### src/cda_pkg.sv
`timescale 1ns / 1ps
// Shared types, codes and calendar helpers for the calendar date adder.
// No dependencies; imported by calendar_date_adder_core and its testbench.
package cda_pkg;

   // unit selector codes (op field)
   localparam logic [2:0] OpDay        = 3'd0;
   localparam logic [2:0] OpWeek       = 3'd1;
   localparam logic [2:0] OpMonth      = 3'd2;
   localparam logic [2:0] OpYear       = 3'd3;
   localparam logic [2:0] OpDecade     = 3'd4;
   localparam logic [2:0] OpCentury    = 3'd5;
   localparam logic [2:0] OpMillennium = 3'd6;

   // status codes
   localparam logic [1:0] StatusOk       = 2'd0;
   localparam logic [1:0] StatusInvalid  = 2'd1;
   localparam logic [1:0] StatusOverflow = 2'd2;

   localparam logic [13:0] MaxYear = 14'd9999;

   // floor(y / 400) = (y * RecipMul) >> RecipShift, exact for 14-bit y
   localparam logic [12:0] RecipMul   = 13'd5243;
   localparam int          RecipShift = 21;

   // sequencer states, one-hot
   typedef enum logic [7:0] {
      ST_IDLE   = 8'b0000_0001,
      ST_QUOT   = 8'b0000_0010,
      ST_REM    = 8'b0000_0100,
      ST_CHECK  = 8'b0000_1000,
      ST_DAYS   = 8'b0001_0000,
      ST_MONTHS = 8'b0010_0000,
      ST_YEARS  = 8'b0100_0000,
      ST_FINISH = 8'b1000_0000
   } state_type;

   // leap year from the year's remainder mod 400
   function automatic logic is_leap(input logic [8:0] r400);
      is_leap = (r400[1:0] == 2'd0) &&
                (r400 != 9'd100) && (r400 != 9'd200) && (r400 != 9'd300);
   endfunction

   // month length; months outside 1..12 read as 0
   function automatic logic [4:0] days_in(input logic [3:0] month, input logic leap);
      unique case (month)
         4'd1, 4'd3, 4'd5, 4'd7, 4'd8, 4'd10, 4'd12: days_in = 5'd31;
         4'd4, 4'd6, 4'd9, 4'd11:                    days_in = 5'd30;
         4'd2:                                       days_in = leap ? 5'd29 : 5'd28;
         default:                                    days_in = 5'd0;
      endcase
   endfunction

endpackage

### src/calendar_date_adder_core.sv
`timescale 1ns / 1ps
// Gregorian date adder: sequencer around a shared month-advance unit.
// Depends on cda_pkg.
//
//  channel | direction | tdata (low bit up)                          | tuser
//  req_    | in        | amount, start_day, start_month, start_year  | op
//  rsp_    | out       | end_day, end_month, end_year                | status
//
// An item passes the setup states ST_QUOT, ST_REM and ST_CHECK (mod-400 reduction, date
// check); an invalid date or unknown unit then goes straight to ST_FINISH. Otherwise it
// steps one month boundary per cycle (day/week units) or one month per cycle (month units),
// or adds once (year units), then waits in ST_FINISH for the output register. The longest
// item steps 32767 months. req_tready is high only when idle, so a new item is not accepted
// until the last one has left the sequencer. The result register holds an item until taken,
// so the next item may start while it waits; a finished item stalls until that register is free.
// Reset is synchronous and clears the sequencer and result valid.
module calendar_date_adder_core (
   input  logic        clock,
   input  logic        reset,
   input  logic        req_tvalid,
   output logic        req_tready,
   input  logic [39:0] req_tdata,  // amount[14:0], start_day[19:15], start_month[23:20],
                                   // start_year[37:24], zero fill
   input  logic [2:0]  req_tuser,  // op
   output logic        rsp_tvalid,
   input  logic        rsp_tready,
   output logic [23:0] rsp_tdata,  // end_day[4:0], end_month[8:5], end_year[22:9], zero fill
   output logic [1:0]  rsp_tuser   // status
);
   import cda_pkg::*;

   state_type   state_ff, state_in;
   logic [2:0]  op_ff, op_in;
   logic [14:0] amt_ff, amt_in;
   logic [4:0]  d_ff, d_in;
   logic [3:0]  m_ff, m_in;
   logic [13:0] y_ff, y_in;
   logic [8:0]  r400_ff, r400_in;
   logic [5:0]  q_ff, q_in;
   logic [24:0] prod_ff, prod_in;
   logic [17:0] rem_ff, rem_in;
   logic [1:0]  st_ff, st_in;

   logic        ovalid_ff, ovalid_in;
   logic [4:0]  od_ff, od_in;
   logic [3:0]  om_ff, om_in;
   logic [13:0] oy_ff, oy_in;
   logic [1:0]  ost_ff, ost_in;

   logic        req_fire, rsp_fire;
   logic [26:0] quot_prod;
   logic [13:0] q_times;
   logic [13:0] r400_wide;
   logic [9:0]  mult;
   logic [4:0]  len_cur, len_adv;
   logic        valid_date;
   logic [18:0] day_sum;
   logic [5:0]  day_span;
   logic [25:0] year_sum;
   // shared month-advance unit
   logic [3:0]  m_adv;
   logic [13:0] y_adv;
   logic [8:0]  r400_adv;
   logic        adv_ovf;

   assign req_fire   = req_tvalid && req_tready;
   assign rsp_fire   = rsp_tvalid && rsp_tready;
   assign req_tready = (state_ff == ST_IDLE);
   assign rsp_tvalid = ovalid_ff;
   assign rsp_tdata  = {1'b0, oy_ff, om_ff, od_ff};
   assign rsp_tuser  = ost_ff;

   // reciprocal multiply for y / 400, then remainder
   assign quot_prod = {13'd0, y_ff} * {14'd0, RecipMul};
   assign q_times   = {8'd0, q_ff} * 14'd400;
   assign r400_wide = y_ff - q_times;

   // year-unit multiplier
   always_comb begin
      unique case (op_ff)
         OpDecade:     mult = 10'd10;
         OpCentury:    mult = 10'd100;
         OpMillennium: mult = 10'd1000;
         default:      mult = 10'd1;
      endcase
   end

   // advance one month, rolling the year and its mod-400 remainder
   always_comb begin
      adv_ovf  = 1'b0;
      m_adv    = m_ff + 4'd1;
      y_adv    = y_ff;
      r400_adv = r400_ff;
      if (m_ff == 4'd12) begin
         m_adv    = 4'd1;
         adv_ovf  = (y_ff >= MaxYear);
         y_adv    = y_ff + 14'd1;
         r400_adv = (r400_ff == 9'd399) ? 9'd0 : r400_ff + 9'd1;
      end
   end

   assign len_cur    = days_in(m_ff, is_leap(r400_ff));
   assign len_adv    = days_in(m_adv, is_leap(r400_adv));
   assign valid_date = (m_ff >= 4'd1) && (m_ff <= 4'd12) && (y_ff >= 14'd1) &&
                       (y_ff <= MaxYear) && (d_ff != 5'd0) && (d_ff <= len_cur);
   assign day_sum    = {14'd0, d_ff} + {1'b0, rem_ff};
   assign day_span   = {1'b0, len_cur} - {1'b0, d_ff} + 6'd1;
   assign year_sum   = {12'd0, y_ff} + {1'b0, prod_ff};

   // sequencer
   always_comb begin
      state_in  = state_ff;
      op_in     = op_ff;
      amt_in    = amt_ff;
      d_in      = d_ff;
      m_in      = m_ff;
      y_in      = y_ff;
      r400_in   = r400_ff;
      q_in      = q_ff;
      prod_in   = prod_ff;
      rem_in    = rem_ff;
      st_in     = st_ff;
      ovalid_in = ovalid_ff && !rsp_fire;
      od_in     = od_ff;
      om_in     = om_ff;
      oy_in     = oy_ff;
      ost_in    = ost_ff;
      unique case (state_ff)
         ST_IDLE: begin
            if (req_fire) begin
               op_in    = req_tuser;
               amt_in   = req_tdata[14:0];
               d_in     = req_tdata[19:15];
               m_in     = req_tdata[23:20];
               y_in     = req_tdata[37:24];
               st_in    = StatusOk;
               state_in = ST_QUOT;
            end
         end
         ST_QUOT: begin
            q_in     = quot_prod[RecipShift +: 6];
            state_in = ST_REM;
         end
         ST_REM: begin
            r400_in  = r400_wide[8:0];
            prod_in  = {10'd0, amt_ff} * {15'd0, mult};
            state_in = ST_CHECK;
         end
         ST_CHECK: begin
            if (!valid_date) begin
               d_in     = 5'd0;
               m_in     = 4'd0;
               y_in     = 14'd0;
               st_in    = StatusInvalid;
               state_in = ST_FINISH;
            end else begin
               priority if (op_ff == OpDay || op_ff == OpWeek) begin
                  rem_in   = (op_ff == OpWeek) ?
                             ({amt_ff, 3'd0} - {3'd0, amt_ff}) : {3'd0, amt_ff};
                  state_in = ST_DAYS;
               end else if (op_ff == OpMonth) begin
                  rem_in   = {3'd0, amt_ff};
                  state_in = ST_MONTHS;
               end else if (op_ff == OpYear || op_ff == OpDecade ||
                            op_ff == OpCentury || op_ff == OpMillennium) begin
                  state_in = ST_YEARS;
               end else begin
                  state_in = ST_FINISH;
               end
            end
         end
         ST_DAYS: begin
            // one month boundary per cycle
            if (rem_ff == 18'd0) begin
               state_in = ST_FINISH;
            end else if (day_sum <= {14'd0, len_cur}) begin
               d_in     = day_sum[4:0];
               rem_in   = 18'd0;
               state_in = ST_FINISH;
            end else if (adv_ovf) begin
               d_in     = 5'd31;
               m_in     = 4'd12;
               y_in     = MaxYear;
               st_in    = StatusOverflow;
               state_in = ST_FINISH;
            end else begin
               rem_in  = rem_ff - {12'd0, day_span};
               d_in    = 5'd1;
               m_in    = m_adv;
               y_in    = y_adv;
               r400_in = r400_adv;
            end
         end
         ST_MONTHS: begin
            // one month per cycle, clamping the day each step
            if (rem_ff == 18'd0) begin
               state_in = ST_FINISH;
            end else if (adv_ovf) begin
               d_in     = 5'd31;
               m_in     = 4'd12;
               y_in     = MaxYear;
               st_in    = StatusOverflow;
               state_in = ST_FINISH;
            end else begin
               rem_in  = rem_ff - 18'd1;
               m_in    = m_adv;
               y_in    = y_adv;
               r400_in = r400_adv;
               if (d_ff > len_adv) d_in = len_adv;
            end
         end
         ST_YEARS: begin
            if (year_sum > {12'd0, MaxYear}) begin
               y_in  = MaxYear;
               st_in = StatusOverflow;
            end else begin
               y_in = year_sum[13:0];
            end
            state_in = ST_FINISH;
         end
         ST_FINISH: begin
            // hand over once the result register is free
            if (!ovalid_ff || rsp_tready) begin
               ovalid_in = 1'b1;
               od_in     = d_ff;
               om_in     = m_ff;
               oy_in     = y_ff;
               ost_in    = st_ff;
               state_in  = ST_IDLE;
            end
         end
         default: state_in = ST_IDLE;
      endcase
   end

   // control registers
   always_ff @(posedge clock) begin
      if (reset) begin
         state_ff  <= ST_IDLE;
         ovalid_ff <= 1'b0;
      end else begin
         state_ff  <= state_in;
         ovalid_ff <= ovalid_in;
      end
   end

   // payload registers
   always_ff @(posedge clock) begin
      op_ff   <= op_in;
      amt_ff  <= amt_in;
      d_ff    <= d_in;
      m_ff    <= m_in;
      y_ff    <= y_in;
      r400_ff <= r400_in;
      q_ff    <= q_in;
      prod_ff <= prod_in;
      rem_ff  <= rem_in;
      st_ff   <= st_in;
      od_ff   <= od_in;
      om_ff   <= om_in;
      oy_ff   <= oy_in;
      ost_ff  <= ost_in;
   end

endmodule

### config.mk
export PLATFORM = sky130hd
export DESIGN_NAME = calendar_date_adder_core
export DESIGN_NICKNAME = d
export VERILOG_FILES = /design/src/cda_pkg.sv /design/src/calendar_date_adder_core.sv
export SDC_FILE = /design/constraint.sdc
export NUM_CORES = 1
export LEC_CHECK = 0
export BUFFER_PORTS_ARGS = -buffer_cell sky130_fd_sc_hd__buf_4
export CORE_ASPECT_RATIO = 0.6
export CORE_MARGIN = 5
export CORE_UTILIZATION = 42
export CTS_BUF_LIST = sky130_fd_sc_hd__clkbuf_4
export CTS_CLUSTER_DIAMETER = 40
export CTS_CLUSTER_SIZE = 8
export DETAILED_ROUTE_END_ITERATION = 10
export HOLD_SLACK_MARGIN = 0.12
export SLEW_MARGIN = 20
export SYNTH_ARGS = -nofsm -noshare
export SYNTH_HDL_FRONTEND = slang
export SYNTH_SLANG_ARGS = --single-unit
### constraint.sdc
create_clock -name clock -period 7.8 [get_ports clock]
set_input_delay 0.39 -clock clock [delete_from_list [all_inputs] [get_ports clock]]
set_output_delay 0.39 -clock clock [all_outputs]
set_load 0.05 [all_outputs]
==> impl_results.md <==
* Status: completed
* FP Rows at between 50 and 60
* Yosys warns at 0
* Maximum VDD drop at around 0.29 mV
* Worst r2r src: op_ff[0]
* Routed len/inst at 18.79 um
* Drt total wl at roughly 49000 um
* Net count reported at finish at 2484
* Fill count at ~4000
* Final GP Congestion at 0.9385
* Reg2Reg Depth at 20
* RSZ-0062 raised after global routing: no
* Starting Density at a little over two fifths
* Worst Path Max Fanout at 17
* Fin Clk Skew at ~0.034 ns
* Post-synthesis sequential area ratio at between 20% and 30%
* Seq pwr share at 20.7%
* Die area at roughly 0.047 mm^2
* H-tree levels at 4
* Hold Fails Final Rpt at 0
* Fmax at approximately 150 MHz
* Dominant cells by area after synthesis: edfxtp_1 (21%), ha_1 (19%), fa_1 (17%)
* Avg Vias per Cell at about 5.6
* Final ANT Viol Nets at 0
* Initial antenna violation count at 1
* Post-synth ARST share at 0%
* Vias at roughly 14000
* Port bufs at between 70 and 80
* Area grow syn2layout at 10.10%
* Most used cell along the critical path: fa_1
* Post-Synthesis Cells at a little under 2000
* Setup violations, final at 0
* CP Buf/Inv Count at 3
* CTS buffer count at 17
* Comb power frac at 68.4%
* CTS clk-pin slew, worst paths at around 0.14 ns
* Switching Fraction at between 40% and 50%
* Setup crit start: op_ff[0]
* Largest stage delay on the critical path at 0.57 ns
* WS Path Type: reg -> reg
* R2R Setup Slk at around 0.99 ns
* Slowest CP cell: edfxtp_1
* Syn_nets at about 2400
* GRT Util Overall at 20.88%
* Clk sinks at 134
* Pin count of the biggest net entering global routing at 29
* Critical Path Start Type: flop
* PwrDens at 237.4 mW/mm^2
* Worst EP arrival at roughly 7.2 ns
* Slew headroom at a little under 30%
* Leak at approximately 9 nW
* Total negative slack at 0 ns
* Crit-path cells: nor2b_1 > buf_4 > nand2_1 > nor2_1 > fa_1 > fa_1 > fa_1 > fa_1 > inv_1 > fa_1 > inv_1 > ha_1 > nor4_1 > o21ai_0 > a31oi_1 > a211oi_1 > or3_1 > a31o_2 > a21oi_1 > xnor2_1
* Die Span Y at 169.9 um
* Share of layout cells above drive strength 1 at roughly 8.0%
* CTS resizes at 0
* Clock share of power at approximately 11%
* DR iter-0 viols at about 1200
* Post-DP HPWL at 39530 um
* Critical Path End Type: flop
* Cell depth of the worst setup path at 20
* Pre-antenna DRT Iters at 5
* Top cell type's share of synthesized area at between 20% and 30%
* Cell family with most CP delay: adder cells
* # DRC at 0
* Hold Crit Class: in -> reg
* Crit path to: prod_ff[24]
* Syn Area/Cell at a little over 9 um^2
* CTS tree: yes
* Switching pwr at around 2.2 mW
* Mapped cell area at 0.01789 mm^2
* Internal power at between 2 and 2.5 mW
* Leading area contributor after synthesis: edfxtp_1
* Clock Tree Buf Depth at 2
* Final Max Tran Viols at 0
* Min cycle time layout at 6.806 ns
* Root Driver: clkbuf_4
* Vias in the first global route at roughly 14000
* First-pass GRT wire length at just under 80000 um
* Number of flops mapped to enable cells by yosys at about 130
* Grt total ovfl at 0
* Period utilisation layout at just under 90%
* R2r endpoint: prod_ff[24]
* Synth Register Bits at approximately 130
* Post-route insts no fill at 2599
* Worst skew pair latency at about 0.63 ns
* Cell count after placement at approximately 2500
* Slew @ Worst Pin at about 1.0 ns
* IO Pins at 75
* Distinct cell type count after synthesis at 86
* Core box area at 0.04202 mm^2
* Main synth FF type: edfxtp_1
* Die Wd at about 280 um
* Critical path data required time at about 8.2 ns
* Max Cap Viol at 0
==> sequential cells by signal, indices dropped and copies added, names as in the netlist, 5 cells and up <==
| name | count |
|---|---|
| amt_ff | 15 |
| d_ff | 5 |
| od_ff | 5 |
| oy_ff | 14 |
| prod_ff | 25 |
| q_ff | 5 |
| r400_ff | 9 |
| rem_ff | 18 |
| state_ff | 8 |
| y_ff | 14 |
==> how the worst min path moves through the flow <==
stage / startpoint / cells after the start / end
final: req_tdata[31] / 3 / y_ff[7]
after CTS: req_tdata[31] / 3 / y_ff[7]
after floorplan: st_ff[0] / 0 / rsp_tuser[0]
after detailed placement: st_ff[1] / 0 / rsp_tuser[1]
after global placement: st_ff[1] / 0 / rsp_tuser[1]
after global routing: req_tdata[19] / 3 / d_ff[4]
==> metal layers <==
metal	wire length [um]	GRT usage, %
met4	627	3.754
met5	0	0
met1	24360	32.38
met3	3677	4.333
met2	20180	30.34
==> through the flow <==
step / total power, mW / utilization [%] / instance area, um^2 / setup WS, ns / hold slack (ns)
finish: 4.677 / 46.88 / 19700 / 0.9944 / 0.1708
global route: 5.193 / 46.88 / 19700 / 0.5573 / 0.1425
CTS: 4.688 / 46.88 / 19700 / 1.013 / 0.1245
detailed placement: 4.141 / 45.40 / 19070 / 1.091 / 0.4861
global placement: 4.023 / 45.40 / 19070 / 1.179 / 0.4867
floorplan: 3.280 / - / 17890 / 1.459 / 0.4003
==> cells in the mapped netlist (9+ instances only) <==
| cell type | count |
|---|---|
| inv_1 | 303 |
| ha_1 | 267 |
| nand2_1 | 162 |
| fa_1 | 155 |
| edfxtp_1 | 125 |
| nor2_1 | 103 |
| a21oi_1 | 101 |
| xnor2_1 | 70 |
| o21ai_0 | 69 |
| nand3_1 | 53 |
| clkbuf_1 | 47 |
| nor3_1 | 43 |
| xor2_1 | 33 |
| a211oi_1 | 29 |
| a21o_1 | 25 |
| a31oi_1 | 17 |
| and3_1 | 17 |
| or3_1 | 15 |
| nand4_1 | 14 |
| nor2b_1 | 14 |
| o211ai_1 | 14 |
| o21a_1 | 13 |
| and2_1 | 12 |
| o22ai_1 | 12 |
| nand2b_1 | 11 |
| nor4_1 | 11 |
| a22oi_1 | 10 |
| a31o_2 | 10 |
| dfxtp_1 | 9 |
| mux2i_1 | 9 |
==> power groups by stage <==
stage | registers, mW | logic, mW | clock network [mW]
3_5_place_dp | 0.984 | 3.16 | 0
3_3_place_gp | 0.983 | 3.04 | 0
5_1_grt | 0.974 | 3.67 | 0.548
2_1_floorplan | 0.937 | 2.34 | 0
4_1_cts | 0.967 | 3.20 | 0.520
6_report | 0.969 | 3.20 | 0.509
==> cells by family after synthesis <==
family	synth area share, %
flip-flops	21.99
AO/OA/AOI/OAI	14.24
adder cells (fa/ha/maj)	36.01
multiplexers	0.6294
AND/OR/NAND/NOR	14.48
buffers and inverters	7.587
other	0.02096
XOR/XNOR	5.042
==> what timing repair did <==
action | in CTS | in global routing
endpoints found under the hold margin | 41 | 0
hold buffers | 34 | 0
setup buffers | 0 | 0
==> worst min-delay path, stage by stage <==
cell and delay [ns]:
buf_4 0.09, a22o_1 0.13, a31o_2 0.09
==> final cells by class <==
cell class | count | area [um^2] | area share, %
antenna | 1 | 2.502 | 0.01270
clock buffer | 17 | 127.6 | 0.6479
clock inverter | 15 | 153.9 | 0.7813
inverter | 303 | 1137 | 5.774
multi-input combinational | 1436 | 12620 | 64.08
sequential | 134 | 3934 | 19.97
tap | 570 | 713.2 | 3.620
timing repair buffer | 123 | 1008 | 5.119
==> cells in the final DEF (no fill, tap or decap), types with 13 or more instances in the layout <==
master	instances
a211oi_1	28
or3_1	15
nor2_1	102
o21a_1	13
edfxtp_1	125
fa_1	155
nand3_1	53
o21ai_0	69
a21oi_1	101
clkbuf_4	17
nor2b_1	13
xnor2_1	70
o211ai_1	14
nand2_1	162
dlygate4sd3_1	34
a21o_1	25
a31oi_1	17
nor3_1	43
buf_4	89
ha_1	267
and3_1	17
nand4_1	14
xor2_1	33
inv_1	303
Note: power is estimated with default switching activity, not from simulation.
